--- src/rtl/ssp_pkg.sv ---
// ----------------------------------------------------------------------------
// ssp_pkg: shared types and constants for the servo step positioner
// Field widths, angle limits, configuration register indexes and the
// classified command record that travels from the front to the back part.
// ----------------------------------------------------------------------------
package ssp_pkg;

    localparam int unsigned ANGLE_W    = 11;
    localparam int unsigned OP_W       = 2;
    localparam int unsigned PULSE_W    = 15;
    localparam int unsigned DUTY_OUT_W = 12;
    localparam int unsigned CFG_IDX_W  = 2;
    localparam int unsigned CFG_DATA_W = 15;

    localparam logic [ANGLE_W-1:0] ANGLE_MAX   = 11'd1800;
    localparam logic [ANGLE_W-1:0] ANGLE_RESET = 11'd1200;

    localparam logic [PULSE_W-1:0] MIN_PULSE_RESET = 15'd500;
    localparam logic [PULSE_W-1:0] MAX_PULSE_RESET = 15'd2500;
    localparam logic [ANGLE_W-1:0] BACKOFF_RESET   = 11'd50;

    // angle*span + min*1800 stays below 2^27
    localparam int unsigned SUM_W = 27;

    localparam int unsigned PERIOD_US_DEFAULT = 20000;
    localparam int unsigned DUTY_BITS_DEFAULT = 12;

    localparam int unsigned QUEUE_DEPTH = 2;

    localparam logic [CFG_IDX_W-1:0] CFG_MIN_PULSE = 2'd0;
    localparam logic [CFG_IDX_W-1:0] CFG_MAX_PULSE = 2'd1;
    localparam logic [CFG_IDX_W-1:0] CFG_BACKOFF   = 2'd2;

    localparam logic [OP_W-1:0] OP_SET  = 2'd0;
    localparam logic [OP_W-1:0] OP_DOWN = 2'd1;
    localparam logic [OP_W-1:0] OP_UP   = 2'd2;

    typedef enum logic [1:0] {
        KIND_SET,
        KIND_DOWN,
        KIND_UP,
        KIND_NOP
    } kind_t;

    typedef struct packed {
        kind_t              kind;
        logic [ANGLE_W-1:0] value;
        logic [ANGLE_W-1:0] target;
        logic               sw_before;
        logic               sw_after;
    } cmd_t;

    function automatic logic [ANGLE_W-1:0] clamp_angle(input logic [ANGLE_W:0] a);
        logic [ANGLE_W-1:0] r;
        if (a > {1'b0, ANGLE_MAX})
            r = ANGLE_MAX;
        else
            r = a[ANGLE_W-1:0];
        return r;
    endfunction

endpackage

--- src/rtl/ssp_if.sv ---
// ----------------------------------------------------------------------------
// ssp_if: command and result channels of the servo step positioner
// Valid/ready channels; an item moves when valid and ready are both high.
// ----------------------------------------------------------------------------
interface ssp_cmd_if;
    logic                         valid;
    logic                         ready;
    logic [ssp_pkg::OP_W-1:0]     operation;
    logic [ssp_pkg::ANGLE_W-1:0]  position_value;
    logic [ssp_pkg::ANGLE_W-1:0]  target_angle;
    logic                         switch_before;
    logic                         switch_after;

    modport source (
        output valid, operation, position_value, target_angle,
               switch_before, switch_after,
        input  ready
    );
    modport sink (
        input  valid, operation, position_value, target_angle,
               switch_before, switch_after,
        output ready
    );
endinterface

interface ssp_res_if;
    logic                            valid;
    logic                            ready;
    logic [ssp_pkg::DUTY_OUT_W-1:0]  pwm_duty;
    logic [ssp_pkg::ANGLE_W-1:0]     angle_now;
    logic                            done_res;

    modport source (
        output valid, pwm_duty, angle_now, done_res,
        input  ready
    );
    modport sink (
        input  valid, pwm_duty, angle_now, done_res,
        output ready
    );
endinterface

--- src/rtl/ssp_front.sv ---
// ----------------------------------------------------------------------------
// ssp_front: command intake
// Accepts command items while the queue has room and classifies them:
// decodes the operation and clamps the set value and the step-up target.
// ----------------------------------------------------------------------------
module ssp_front (
    ssp_cmd_if.sink         cmd,
    input  logic            q_full,
    output logic            push,
    output ssp_pkg::cmd_t   entry
);

    always_comb
    begin
        entry.sw_before = cmd.switch_before;
        entry.sw_after  = cmd.switch_after;
        entry.target    = ssp_pkg::clamp_angle({1'b0, cmd.target_angle});
        entry.value     = cmd.position_value;
        case (cmd.operation)
            ssp_pkg::OP_SET:
            begin
                entry.kind  = ssp_pkg::KIND_SET;
                entry.value = ssp_pkg::clamp_angle({1'b0, cmd.position_value});
            end
            ssp_pkg::OP_DOWN: entry.kind = ssp_pkg::KIND_DOWN;
            ssp_pkg::OP_UP:   entry.kind = ssp_pkg::KIND_UP;
            default:          entry.kind = ssp_pkg::KIND_NOP;
        endcase
    end

    assign cmd.ready = !q_full;
    assign push      = cmd.valid && !q_full;

endmodule

--- src/rtl/ssp_queue.sv ---
// ----------------------------------------------------------------------------
// ssp_queue: short command queue
// Small FIFO of classified commands between the front and the back part.
// ----------------------------------------------------------------------------
module ssp_queue (
    input  logic            clk,
    input  logic            rst_n,
    input  logic            push,
    input  ssp_pkg::cmd_t   entry,
    output logic            full,
    input  logic            pop,
    output logic            empty,
    output ssp_pkg::cmd_t   head
);

    localparam int unsigned PTR_W = (ssp_pkg::QUEUE_DEPTH > 1) ?
                                    $clog2(ssp_pkg::QUEUE_DEPTH) : 1;
    localparam int unsigned CNT_W = $clog2(ssp_pkg::QUEUE_DEPTH + 1);
    localparam logic [PTR_W-1:0] LAST_PTR = PTR_W'(ssp_pkg::QUEUE_DEPTH - 1);
    localparam logic [CNT_W-1:0] DEPTH_CNT = CNT_W'(ssp_pkg::QUEUE_DEPTH);

    ssp_pkg::cmd_t    slot_reg [ssp_pkg::QUEUE_DEPTH];
    logic [PTR_W-1:0] wr_ptr_reg, wr_ptr_next;
    logic [PTR_W-1:0] rd_ptr_reg, rd_ptr_next;
    logic [CNT_W-1:0] count_reg, count_next;

    assign full  = (count_reg == DEPTH_CNT);
    assign empty = (count_reg == '0);
    assign head  = slot_reg[rd_ptr_reg];

    always_comb
    begin
        wr_ptr_next = wr_ptr_reg;
        rd_ptr_next = rd_ptr_reg;
        count_next  = count_reg;
        if (push)
            wr_ptr_next = (wr_ptr_reg == LAST_PTR) ? '0 : wr_ptr_reg + 1'b1;
        if (pop)
            rd_ptr_next = (rd_ptr_reg == LAST_PTR) ? '0 : rd_ptr_reg + 1'b1;
        if (push && !pop)
            count_next = count_reg + 1'b1;
        else if (pop && !push)
            count_next = count_reg - 1'b1;
    end

    always_ff @(posedge clk or negedge rst_n)
    begin
        if (!rst_n)
        begin
            wr_ptr_reg <= '0;
            rd_ptr_reg <= '0;
            count_reg  <= '0;
        end
        else
        begin
            wr_ptr_reg <= wr_ptr_next;
            rd_ptr_reg <= rd_ptr_next;
            count_reg  <= count_next;
        end
    end

    always_ff @(posedge clk)
    begin
        if (push)
            slot_reg[wr_ptr_reg] <= entry;
    end

endmodule

--- src/rtl/ssp_back.sv ---
// ----------------------------------------------------------------------------
// ssp_back: angle update and duty computation
// Holds the angle and the configuration registers, applies one queued
// command, then scales the angle to a pulse width and divides it by the
// period: a reciprocal estimate of the quotient, one remainder step and at
// most two compare-and-subtract corrections give the PWM duty.
// ----------------------------------------------------------------------------
module ssp_back #(
    parameter int unsigned PERIOD_US = ssp_pkg::PERIOD_US_DEFAULT,
    parameter int unsigned DUTY_BITS = ssp_pkg::DUTY_BITS_DEFAULT
) (
    input  logic                              clk,
    input  logic                              rst_n,
    input  logic                              cfg_write,
    input  logic [ssp_pkg::CFG_IDX_W-1:0]     cfg_index,
    input  logic [ssp_pkg::CFG_DATA_W-1:0]    cfg_data,
    input  logic                              q_empty,
    input  ssp_pkg::cmd_t                     head,
    output logic                              pop,
    ssp_res_if.source                         res
);

    localparam int unsigned AW     = ssp_pkg::ANGLE_W;
    localparam int unsigned PW     = ssp_pkg::PULSE_W;
    localparam int unsigned QW     = ssp_pkg::DUTY_OUT_W;
    localparam int unsigned SUM_W  = ssp_pkg::SUM_W;
    localparam int unsigned NUM_W  = SUM_W + DUTY_BITS;
    localparam int unsigned DEN_INT = 1800 * PERIOD_US;
    localparam int unsigned DEN_W  = $clog2(DEN_INT + 1);
    localparam int unsigned WIDE_W = ((NUM_W > DEN_W + QW) ? NUM_W : DEN_W + QW) + 1;
    // estimate from the numerator bits above 2^EST_SH, which is not above the divisor 1800*PERIOD_US
    localparam int unsigned EST_SH   = DEN_W - 1;
    localparam int unsigned EST_IN_W = QW + 1;
    localparam int unsigned EST_T    = QW + 1;
    localparam int unsigned RECIP_W  = EST_T + 1;
    localparam int unsigned EST_P_W  = EST_IN_W + RECIP_W;
    localparam int unsigned PROD_W   = QW + DEN_W;
    localparam longint unsigned RECIP_INT = (64'd1 << (EST_SH + EST_T)) / 64'(DEN_INT);
    localparam logic [RECIP_W-1:0] RECIP      = RECIP_W'(RECIP_INT);
    localparam logic [DEN_W-1:0]   DEN_NARROW = DEN_W'(DEN_INT);
    localparam logic [WIDE_W-1:0]  DEN_VAL    = WIDE_W'(DEN_INT);
    localparam logic [WIDE_W-1:0]  DEN_TOP    = DEN_VAL << QW;
    localparam int unsigned SAT_INT = (DUTY_BITS >= QW) ? ((1 << QW) - 1)
                                                        : ((1 << DUTY_BITS) - 1);
    localparam logic [QW-1:0] SAT = QW'(SAT_INT);

    typedef enum logic [2:0] {
        S_IDLE,
        S_MUL,
        S_SCALE,
        S_CHECK,
        S_REM,
        S_FIX,
        S_OUT
    } state_t;

    state_t            state_reg, state_next;
    logic [PW-1:0]     min_reg, min_next;
    logic [PW-1:0]     max_reg, max_next;
    logic [AW-1:0]     backoff_reg, backoff_next;
    logic [AW-1:0]     angle_reg, angle_next;
    logic              done_reg, done_next;
    logic [PW-1:0]     span_reg, span_next;
    logic [SUM_W-1:0]  sum_reg, sum_next;
    logic [WIDE_W-1:0] rem_reg, rem_next;
    logic [QW-1:0]     quo_reg, quo_next;
    logic              ovf_reg, ovf_next;
    logic              valid_reg, valid_next;
    logic [QW-1:0]     duty_reg, duty_next;

    logic [AW-1:0]     cmd_angle;
    logic              cmd_done;
    logic [AW-1:0]     stepped;
    logic [AW:0]       up_sum;
    logic [NUM_W-1:0]  num;
    logic [EST_P_W-1:0] est_prod;
    logic [PROD_W-1:0] quo_den;

    // new angle and done flag for the command at the queue head
    always_comb
    begin
        cmd_angle = angle_reg;
        cmd_done  = 1'b0;
        stepped   = (head.value >= angle_reg) ? '0 : angle_reg - head.value;
        up_sum    = {1'b0, angle_reg} + {1'b0, head.value};
        case (head.kind)
            ssp_pkg::KIND_SET:
                cmd_angle = head.value;
            ssp_pkg::KIND_DOWN:
            begin
                cmd_done = 1'b1;
                if (head.sw_before)
                    cmd_angle = ssp_pkg::clamp_angle({1'b0, angle_reg} + {1'b0, backoff_reg});
                else if (angle_reg != '0)
                begin
                    if (head.sw_after)
                        cmd_angle = ssp_pkg::clamp_angle({1'b0, stepped} + {1'b0, backoff_reg});
                    else
                    begin
                        cmd_angle = stepped;
                        cmd_done  = (stepped == '0);
                    end
                end
            end
            ssp_pkg::KIND_UP:
            begin
                cmd_done = 1'b1;
                if (angle_reg < head.target)
                begin
                    if (up_sum >= {1'b0, head.target})
                        cmd_angle = head.target;
                    else
                    begin
                        cmd_angle = up_sum[AW-1:0];
                        cmd_done  = 1'b0;
                    end
                end
            end
            default: ;
        endcase
    end

    // full-scale factor 2^DUTY_BITS - 1 as shift and subtract
    assign num = (NUM_W'(sum_reg) << DUTY_BITS) - NUM_W'(sum_reg);

    // low by at most two when the quotient fits the duty width
    assign est_prod = EST_P_W'(rem_reg[EST_SH +: EST_IN_W]) * EST_P_W'(RECIP);
    assign quo_den  = PROD_W'(quo_reg) * PROD_W'(DEN_NARROW);

    always_comb
    begin
        state_next   = state_reg;
        min_next     = min_reg;
        max_next     = max_reg;
        backoff_next = backoff_reg;
        angle_next   = angle_reg;
        done_next    = done_reg;
        span_next    = span_reg;
        sum_next     = sum_reg;
        rem_next     = rem_reg;
        quo_next     = quo_reg;
        ovf_next     = ovf_reg;
        valid_next   = valid_reg;
        duty_next    = duty_reg;
        pop          = 1'b0;

        if (cfg_write)
        begin
            case (cfg_index)
                ssp_pkg::CFG_MIN_PULSE: min_next     = cfg_data[PW-1:0];
                ssp_pkg::CFG_MAX_PULSE: max_next     = cfg_data[PW-1:0];
                ssp_pkg::CFG_BACKOFF:   backoff_next = cfg_data[AW-1:0];
                default: ;
            endcase
        end

        case (state_reg)
            S_IDLE:
            begin
                if (!q_empty)
                begin
                    pop        = 1'b1;
                    angle_next = cmd_angle;
                    done_next  = cmd_done;
                    span_next  = (max_reg > min_reg) ? max_reg - min_reg : '0;
                    state_next = S_MUL;
                end
            end
            S_MUL:
            begin
                sum_next   = SUM_W'(angle_reg) * SUM_W'(span_reg)
                           + SUM_W'(min_reg) * SUM_W'(ssp_pkg::ANGLE_MAX);
                state_next = S_SCALE;
            end
            S_SCALE:
            begin
                rem_next   = WIDE_W'(num);
                state_next = S_CHECK;
            end
            S_CHECK:
            begin
                // quotient would not fit in the duty width: skip refinement
                ovf_next   = (rem_reg >= DEN_TOP);
                quo_next   = est_prod[EST_T +: QW];
                state_next = (rem_reg >= DEN_TOP) ? S_OUT : S_REM;
            end
            S_REM:
            begin
                rem_next   = rem_reg - WIDE_W'(quo_den);
                state_next = S_FIX;
            end
            S_FIX:
            begin
                if (rem_reg >= DEN_VAL)
                begin
                    rem_next = rem_reg - DEN_VAL;
                    quo_next = quo_reg + 1'b1;
                end
                else
                    state_next = S_OUT;
            end
            S_OUT:
            begin
                if (!valid_reg)
                begin
                    valid_next = 1'b1;
                    duty_next  = (ovf_reg || quo_reg > SAT) ? SAT : quo_reg;
                end
                else if (res.ready)
                begin
                    valid_next = 1'b0;
                    state_next = S_IDLE;
                end
            end
            default:
                state_next = S_IDLE;
        endcase
    end

    always_ff @(posedge clk or negedge rst_n)
    begin
        if (!rst_n)
        begin
            state_reg   <= S_IDLE;
            min_reg     <= ssp_pkg::MIN_PULSE_RESET;
            max_reg     <= ssp_pkg::MAX_PULSE_RESET;
            backoff_reg <= ssp_pkg::BACKOFF_RESET;
            angle_reg   <= ssp_pkg::ANGLE_RESET;
            valid_reg   <= 1'b0;
            done_reg    <= 1'b0;
            span_reg    <= '0;
            sum_reg     <= '0;
            rem_reg     <= '0;
            quo_reg     <= '0;
            ovf_reg     <= 1'b0;
            duty_reg    <= '0;
        end
        else
        begin
            state_reg   <= state_next;
            min_reg     <= min_next;
            max_reg     <= max_next;
            backoff_reg <= backoff_next;
            angle_reg   <= angle_next;
            valid_reg   <= valid_next;
            done_reg    <= done_next;
            span_reg    <= span_next;
            sum_reg     <= sum_next;
            rem_reg     <= rem_next;
            quo_reg     <= quo_next;
            ovf_reg     <= ovf_next;
            duty_reg    <= duty_next;
        end
    end

    assign res.valid     = valid_reg;
    assign res.pwm_duty  = duty_reg;
    assign res.angle_now = angle_reg;
    assign res.done_res  = done_reg;

endmodule

--- src/rtl/servo_step_positioner.sv ---
// ----------------------------------------------------------------------------
// servo_step_positioner: servo angle stepper with PWM duty output
//
//   channel  dir  handshake      payload
//   cmd      in   valid/ready    operation, position_value, target_angle,
//                                switch_before, switch_after
//   res      out  valid/ready    pwm_duty, angle_now, done_res
//   cfg      in   cfg_write      cfg_index, cfg_data (no read-back)
//
// After popping an item the back part goes through its steps up to
// res.valid: apply the command, multiply, scale, range check with quotient
// estimate, remainder, one to three correction steps, raise valid. A
// saturated duty skips remainder and corrections. The queue sits in
// front; the next item is popped the cycle after a result goes.
// Commands wait in a two-entry queue, so the front takes items while a
// result stalls on res.ready, until the queue is full. Reset restores the
// angle to 120 degrees and the configuration registers to their defaults.
// ----------------------------------------------------------------------------
module servo_step_positioner #(
    parameter int unsigned PERIOD_US = ssp_pkg::PERIOD_US_DEFAULT,
    parameter int unsigned DUTY_BITS = ssp_pkg::DUTY_BITS_DEFAULT
) (
    input  logic                              clk,
    input  logic                              rst_n,
    ssp_cmd_if.sink                           cmd,
    ssp_res_if.source                         res,
    input  logic                              cfg_write,
    input  logic [ssp_pkg::CFG_IDX_W-1:0]     cfg_index,
    input  logic [ssp_pkg::CFG_DATA_W-1:0]    cfg_data
);

    logic          push;
    logic          pop;
    logic          q_full;
    logic          q_empty;
    ssp_pkg::cmd_t entry;
    ssp_pkg::cmd_t head;

    ssp_front u_front (
        .cmd    (cmd),
        .q_full (q_full),
        .push   (push),
        .entry  (entry)
    );

    ssp_queue u_queue (
        .clk   (clk),
        .rst_n (rst_n),
        .push  (push),
        .entry (entry),
        .full  (q_full),
        .pop   (pop),
        .empty (q_empty),
        .head  (head)
    );

    ssp_back #(
        .PERIOD_US (PERIOD_US),
        .DUTY_BITS (DUTY_BITS)
    ) u_back (
        .clk       (clk),
        .rst_n     (rst_n),
        .cfg_write (cfg_write),
        .cfg_index (cfg_index),
        .cfg_data  (cfg_data),
        .q_empty   (q_empty),
        .head      (head),
        .pop       (pop),
        .res       (res)
    );

endmodule

--- src/flat_wrapper.sv ---
// flat-port wrapper written by rule: the top's interface ports become plain ports
module servo_step_positioner_flat 
#(
    parameter int unsigned PERIOD_US = ssp_pkg::PERIOD_US_DEFAULT,
    parameter int unsigned DUTY_BITS = ssp_pkg::DUTY_BITS_DEFAULT
)
  (clk, rst_n, cfg_write, cfg_index, cfg_data, cmd_valid, cmd_operation, cmd_position_value, cmd_target_angle, cmd_switch_before, cmd_switch_after, cmd_ready, res_valid, res_pwm_duty, res_angle_now, res_done_res, res_ready);
  ssp_cmd_if cmd_i ();
  ssp_res_if res_i ();
  input  logic clk;
  input  logic rst_n;
  input  logic cfg_write;
  input  logic [ssp_pkg::CFG_IDX_W-1:0] cfg_index;
  input  logic [ssp_pkg::CFG_DATA_W-1:0] cfg_data;
  input wire logic [$bits(cmd_i.valid)-1:0] cmd_valid;
  input wire logic [$bits(cmd_i.operation)-1:0] cmd_operation;
  input wire logic [$bits(cmd_i.position_value)-1:0] cmd_position_value;
  input wire logic [$bits(cmd_i.target_angle)-1:0] cmd_target_angle;
  input wire logic [$bits(cmd_i.switch_before)-1:0] cmd_switch_before;
  input wire logic [$bits(cmd_i.switch_after)-1:0] cmd_switch_after;
  output wire logic [$bits(cmd_i.ready)-1:0] cmd_ready;
  output wire logic [$bits(res_i.valid)-1:0] res_valid;
  output wire logic [$bits(res_i.pwm_duty)-1:0] res_pwm_duty;
  output wire logic [$bits(res_i.angle_now)-1:0] res_angle_now;
  output wire logic [$bits(res_i.done_res)-1:0] res_done_res;
  input wire logic [$bits(res_i.ready)-1:0] res_ready;
  assign cmd_i.valid = cmd_valid;
  assign cmd_i.operation = cmd_operation;
  assign cmd_i.position_value = cmd_position_value;
  assign cmd_i.target_angle = cmd_target_angle;
  assign cmd_i.switch_before = cmd_switch_before;
  assign cmd_i.switch_after = cmd_switch_after;
  assign cmd_ready = cmd_i.ready;
  assign res_valid = res_i.valid;
  assign res_pwm_duty = res_i.pwm_duty;
  assign res_angle_now = res_i.angle_now;
  assign res_done_res = res_i.done_res;
  assign res_i.ready = res_ready;
  servo_step_positioner #(.PERIOD_US(PERIOD_US), .DUTY_BITS(DUTY_BITS)) u_core (.clk(clk), .rst_n(rst_n), .cmd(cmd_i), .res(res_i), .cfg_write(cfg_write), .cfg_index(cfg_index), .cfg_data(cfg_data));
endmodule
--- config.mk ---
export PLATFORM = sky130hd
export DESIGN_NAME = servo_step_positioner_flat
export DESIGN_NICKNAME = d
export VERILOG_FILES = /design/src/rtl/ssp_pkg.sv /design/src/rtl/ssp_if.sv /design/src/rtl/ssp_front.sv /design/src/rtl/ssp_queue.sv /design/src/rtl/ssp_back.sv /design/src/rtl/servo_step_positioner.sv /design/src/flat_wrapper.sv
export SDC_FILE = /design/constraint.sdc
export NUM_CORES = 2
export LEC_CHECK = 0
export ABC_CLOCK_PERIOD_IN_PS = 8310
export BUFFER_PORTS_ARGS = -buffer_cell sky130_fd_sc_hd__clkbuf_2
export CAP_MARGIN = 20
export CORE_AREA = 2 2 237 239
export CTS_CLUSTER_DIAMETER = 30
export CTS_CLUSTER_SIZE = 12
export DETAILED_ROUTE_END_ITERATION = 6
export DIE_AREA = 0 0 239 241
export PLACE_DENSITY = 0.73
export RECOVER_POWER = 100
export SLEW_MARGIN = 10
export SYNTH_ARGS = -nofsm -noshare
export SYNTH_HDL_FRONTEND = slang
export SYNTH_HIERARCHICAL = 1
export SYNTH_SLANG_ARGS = --single-unit
--- constraint.sdc ---
create_clock -name clk -period 8.31 [get_ports clk]
set_input_delay 0.831 -clock clk [delete_from_list [all_inputs] [get_ports clk]]
set_output_delay 0.831 -clock clk [all_outputs]
set_load 0.05 [all_outputs]
==> flow_summary_export.csv <==
group,metric,value,unit
run_status,status,"complete, but fails checks",
run_status,violations,"max-capacitance violations, max-slew violations",
sta,finalMaxSlewViolations,227,
sta,setup_viol,0,
yosys,syn_inst,3294,
sta,finalSetupTns,0,ps
yosys,async_flop_share,0.764,
routing,met2_length,36.7,mm
setup_path,cp-start-kind,"flip-flop",
global_routing,grt_max_degree,59,
sta,period_needed,7900,ps
yosys,synth_top_area_share,0.180,
setup_path,worstPathMaxFanout,5,
setup_path,worst_r2r_endpoint,"u_core/u_back/sum_reg[26]$_DFFE_PN0P_",
placement,place.gp.congestion,0.936,
setup_path,cp-end-kind,"flip-flop",
setup_path,ff2ff_path_depth,28,
clocking,clock-sinks,220,
min_path,hp-class,"in2reg",
routing,met1_length,33.2,mm
sta,max_freq,127,MHz
yosys,syn_nets,4037,
yosys,synth.area.top_cells,"fa_1 18%, ha_1 18%, dfrtp_1 13%",
yosys,synth.most_common_cell,"inv_1",
floorplan,fp.dieArea,0.0576,sq mm
clocking,clk_latency,630,ps
final_layout,largest_reg_flops,52,
global_routing,grt_overflow,0,
routing,post_drt_wl_per_cell,18.7,um
final_layout,drive_gt1_frac,0.0765,
setup_path,max_stage_delay,560,ps
routing,topRoutingLayerUsed,"met4",
final_layout,nets,4081,
yosys,yosysSeqAreaShare,0.193,
yosys,ys.flop_type,"dfrtp_1",
setup_path,critPathSlowestCell,"fa_1",
clocking,path_clk_slew,50,ps
clocking,cts_tree,"done",
global_routing,grt_pass1_vias,24000,
routing,drc,0,
yosys,synth.yosys.warnings,6,
job,max-cap-violations,5,
setup_path,r2r_start,"u_core/u_back/min_reg[2]$_DFFE_PN1P_",
clocking,h-tree-depth,2,
floorplan,ios,74,
final_layout,fin_area,0.0327,sq mm
yosys,synth_edf_count,52,
yosys,netlist_area,0.0300,sq mm
routing,drt.antenna.violating_nets,0,
placement,placed_area,0.0310,sq mm
sta,worst_slew_pin_slew,3480,ps
final_layout,area_growth,9.18,%
floorplan,fp.dieW,239,um
setup_path,cp_common_cell,"fa_1",
routing,first_pass_iters,6,
yosys,synthTopCellsByCount,"449 x inv_1, 425 x ha_1, 275 x nand2_1",
final_layout,fin_util,0.596,
sta,hold_violations,0,
clocking,holdBufCountCts,0,
yosys,synthDistinctLibCells,97,
sta,rsz0062_at_grt,"false",
floorplan,die_h,241,um
global_routing,grt.total_usage,0.270,
yosys,yosysTopAreaCell,"fa_1",
routing,vias,24200,
routing,met3WireLength,4.06,mm
sta,final.period_utilization,0.950,
placement,dp_hpwl,59.8,mm
sta,fin_skew,58.0,ps
clocking,cts_buffers,55,
floorplan,rows,86,
setup_path,worst_ep_arrival_time,8330,ps
clocking,cts_root_buffer,"clkbuf_16",
routing,routed_wl,76.5,mm
global_routing,antenna_found_initial,0,
setup_path,critical_path.endpoint,"u_core/u_back/sum_reg[26]$_DFFE_PN0P_",
clocking,cts.path.max_buffers,3,
yosys,post_synth.cell_area_avg,9.10,sq um
floorplan,start_util,0.546,
floorplan,core_area,0.0549,sq mm
routing,drt_iter0_markers,1766,
global_routing,grt_pass1_wl,125,mm
setup_path,cp.required,8740,ps
sta,max_slew_margin,-1.32,
setup_path,r2r_slack,410,ps
yosys,ys_seq_elements,220,
routing,viasPerCell,5.92,
setup_path,worstSetupPathType,"reg2reg",
placement,io_buffers,73,
final_layout,antenna_cells,0,
setup_path,cp-startpoint,"u_core/u_back/min_reg[2]$_DFFE_PN1P_",
cell families after synthesis:
logic type	Yosys count	synth area share
muxes	73	0.0292
AOI/OAI and AO/OA	735	0.163
xor gates and xnor gates	163	0.0476
and+or+nand+nor	843	0.137
buffers and inverters	565	0.0730
DFF	220	0.193
adders and majority gates	695	0.358
critical path, delay by kind of cell (launching register included):
family	cells	cell delay [ps]
and+or+nand+nor	3	490
xor gates and xnor gates	1	150
adders and majority gates	10	4410
DFF	1	540
buffers and inverters	5	480
AOI/OAI and AO/OA	9	1640
cell usage in the layout, fill, tap and decap left out, types with 26 or more instances in the layout:
| master | synthesis | routed |
|---|---|---|
| clkbuf_1 | 96 | 54 |
| fa_1 | 270 | 270 |
| edfxtp_1 | 52 | 52 |
| nor2b_1 | 27 | 26 |
| xor2_1 | 67 | 67 |
| a21oi_1 | 186 | 186 |
| nor3_1 | 61 | 61 |
| o21ai_0 | 175 | 177 |
| nand2_1 | 275 | 275 |
| or3_1 | 31 | 31 |
| and2_1 | 83 | 66 |
| xnor2_1 | 96 | 96 |
| mux2_2 | 40 | 39 |
| dfrtp_1 | 150 | 150 |
| clkbuf_2 | 0 | 41 |
| nor2_1 | 164 | 163 |
| ha_1 | 425 | 425 |
| clkbuf_16 | 0 | 55 |
| nand3_1 | 60 | 60 |
| a211oi_1 | 33 | 33 |
| a21o_1 | 72 | 72 |
| and3_1 | 29 | 29 |
| inv_1 | 449 | 449 |
| a31oi_1 | 26 | 27 |
per-layer routing:
metal	vias to the layer above	GRT usage
met5	-	0
met4	0	0.0907
met3	182	0.0310
met2	771	0.463
met1	11800	0.357
li1	11500	-
worst min-delay path by stage:
stage	startpoint	cells past startpoint	endpoint
after floorplan	u_core/u_back/rem_reg[7]$_DFFE_PN0P_	2	u_core/u_back/rem_reg[7]$_DFFE_PN0P_
after global placement	u_core/u_queue/count_reg[1]$_DFFE_PN0P_	1	u_core/u_queue/count_reg[1]$_DFFE_PN0P_
after detailed placement	u_core/u_queue/count_reg[1]$_DFFE_PN0P_	1	u_core/u_queue/count_reg[1]$_DFFE_PN0P_
after CTS	rst_n	1	u_core/u_back/sum_reg[12]$_DFFE_PN0P_
after global routing	cmd_switch_after	1	u_core/u_queue/slot_reg[1][0]$_DFFE_PP_
final	cmd_switch_after	1	u_core/u_queue/slot_reg[1][0]$_DFFE_PP_
stage by stage:
stage	cells	worst slack [ps]	hold slack, ps
floorplan	3294	982	453
global placement	3983	585	475
detailed placement	3983	422	482
CTS	4087	282	208
global route	4089	24.8	393
finish	4089	414	405
area by class of cell:
cell class	count	area (sq um)
fillers	4810	22100
multi-input cells	2509	22000
flip-flops and latches	220	5790
inverters	450	1690
clock buffers	67	1470
well taps	704	881
repair buffers	102	487
clock inverters	37	424
timing repair:
action | in CTS | in global routing
setup endpoints to repair | 0 | 1
setup buffers | 0 | 2
gates resized for setup | 0 | 2
Power is not shown: default switching activity piles up to over one toggle a cycle in this logic, so the estimate is an artifact.
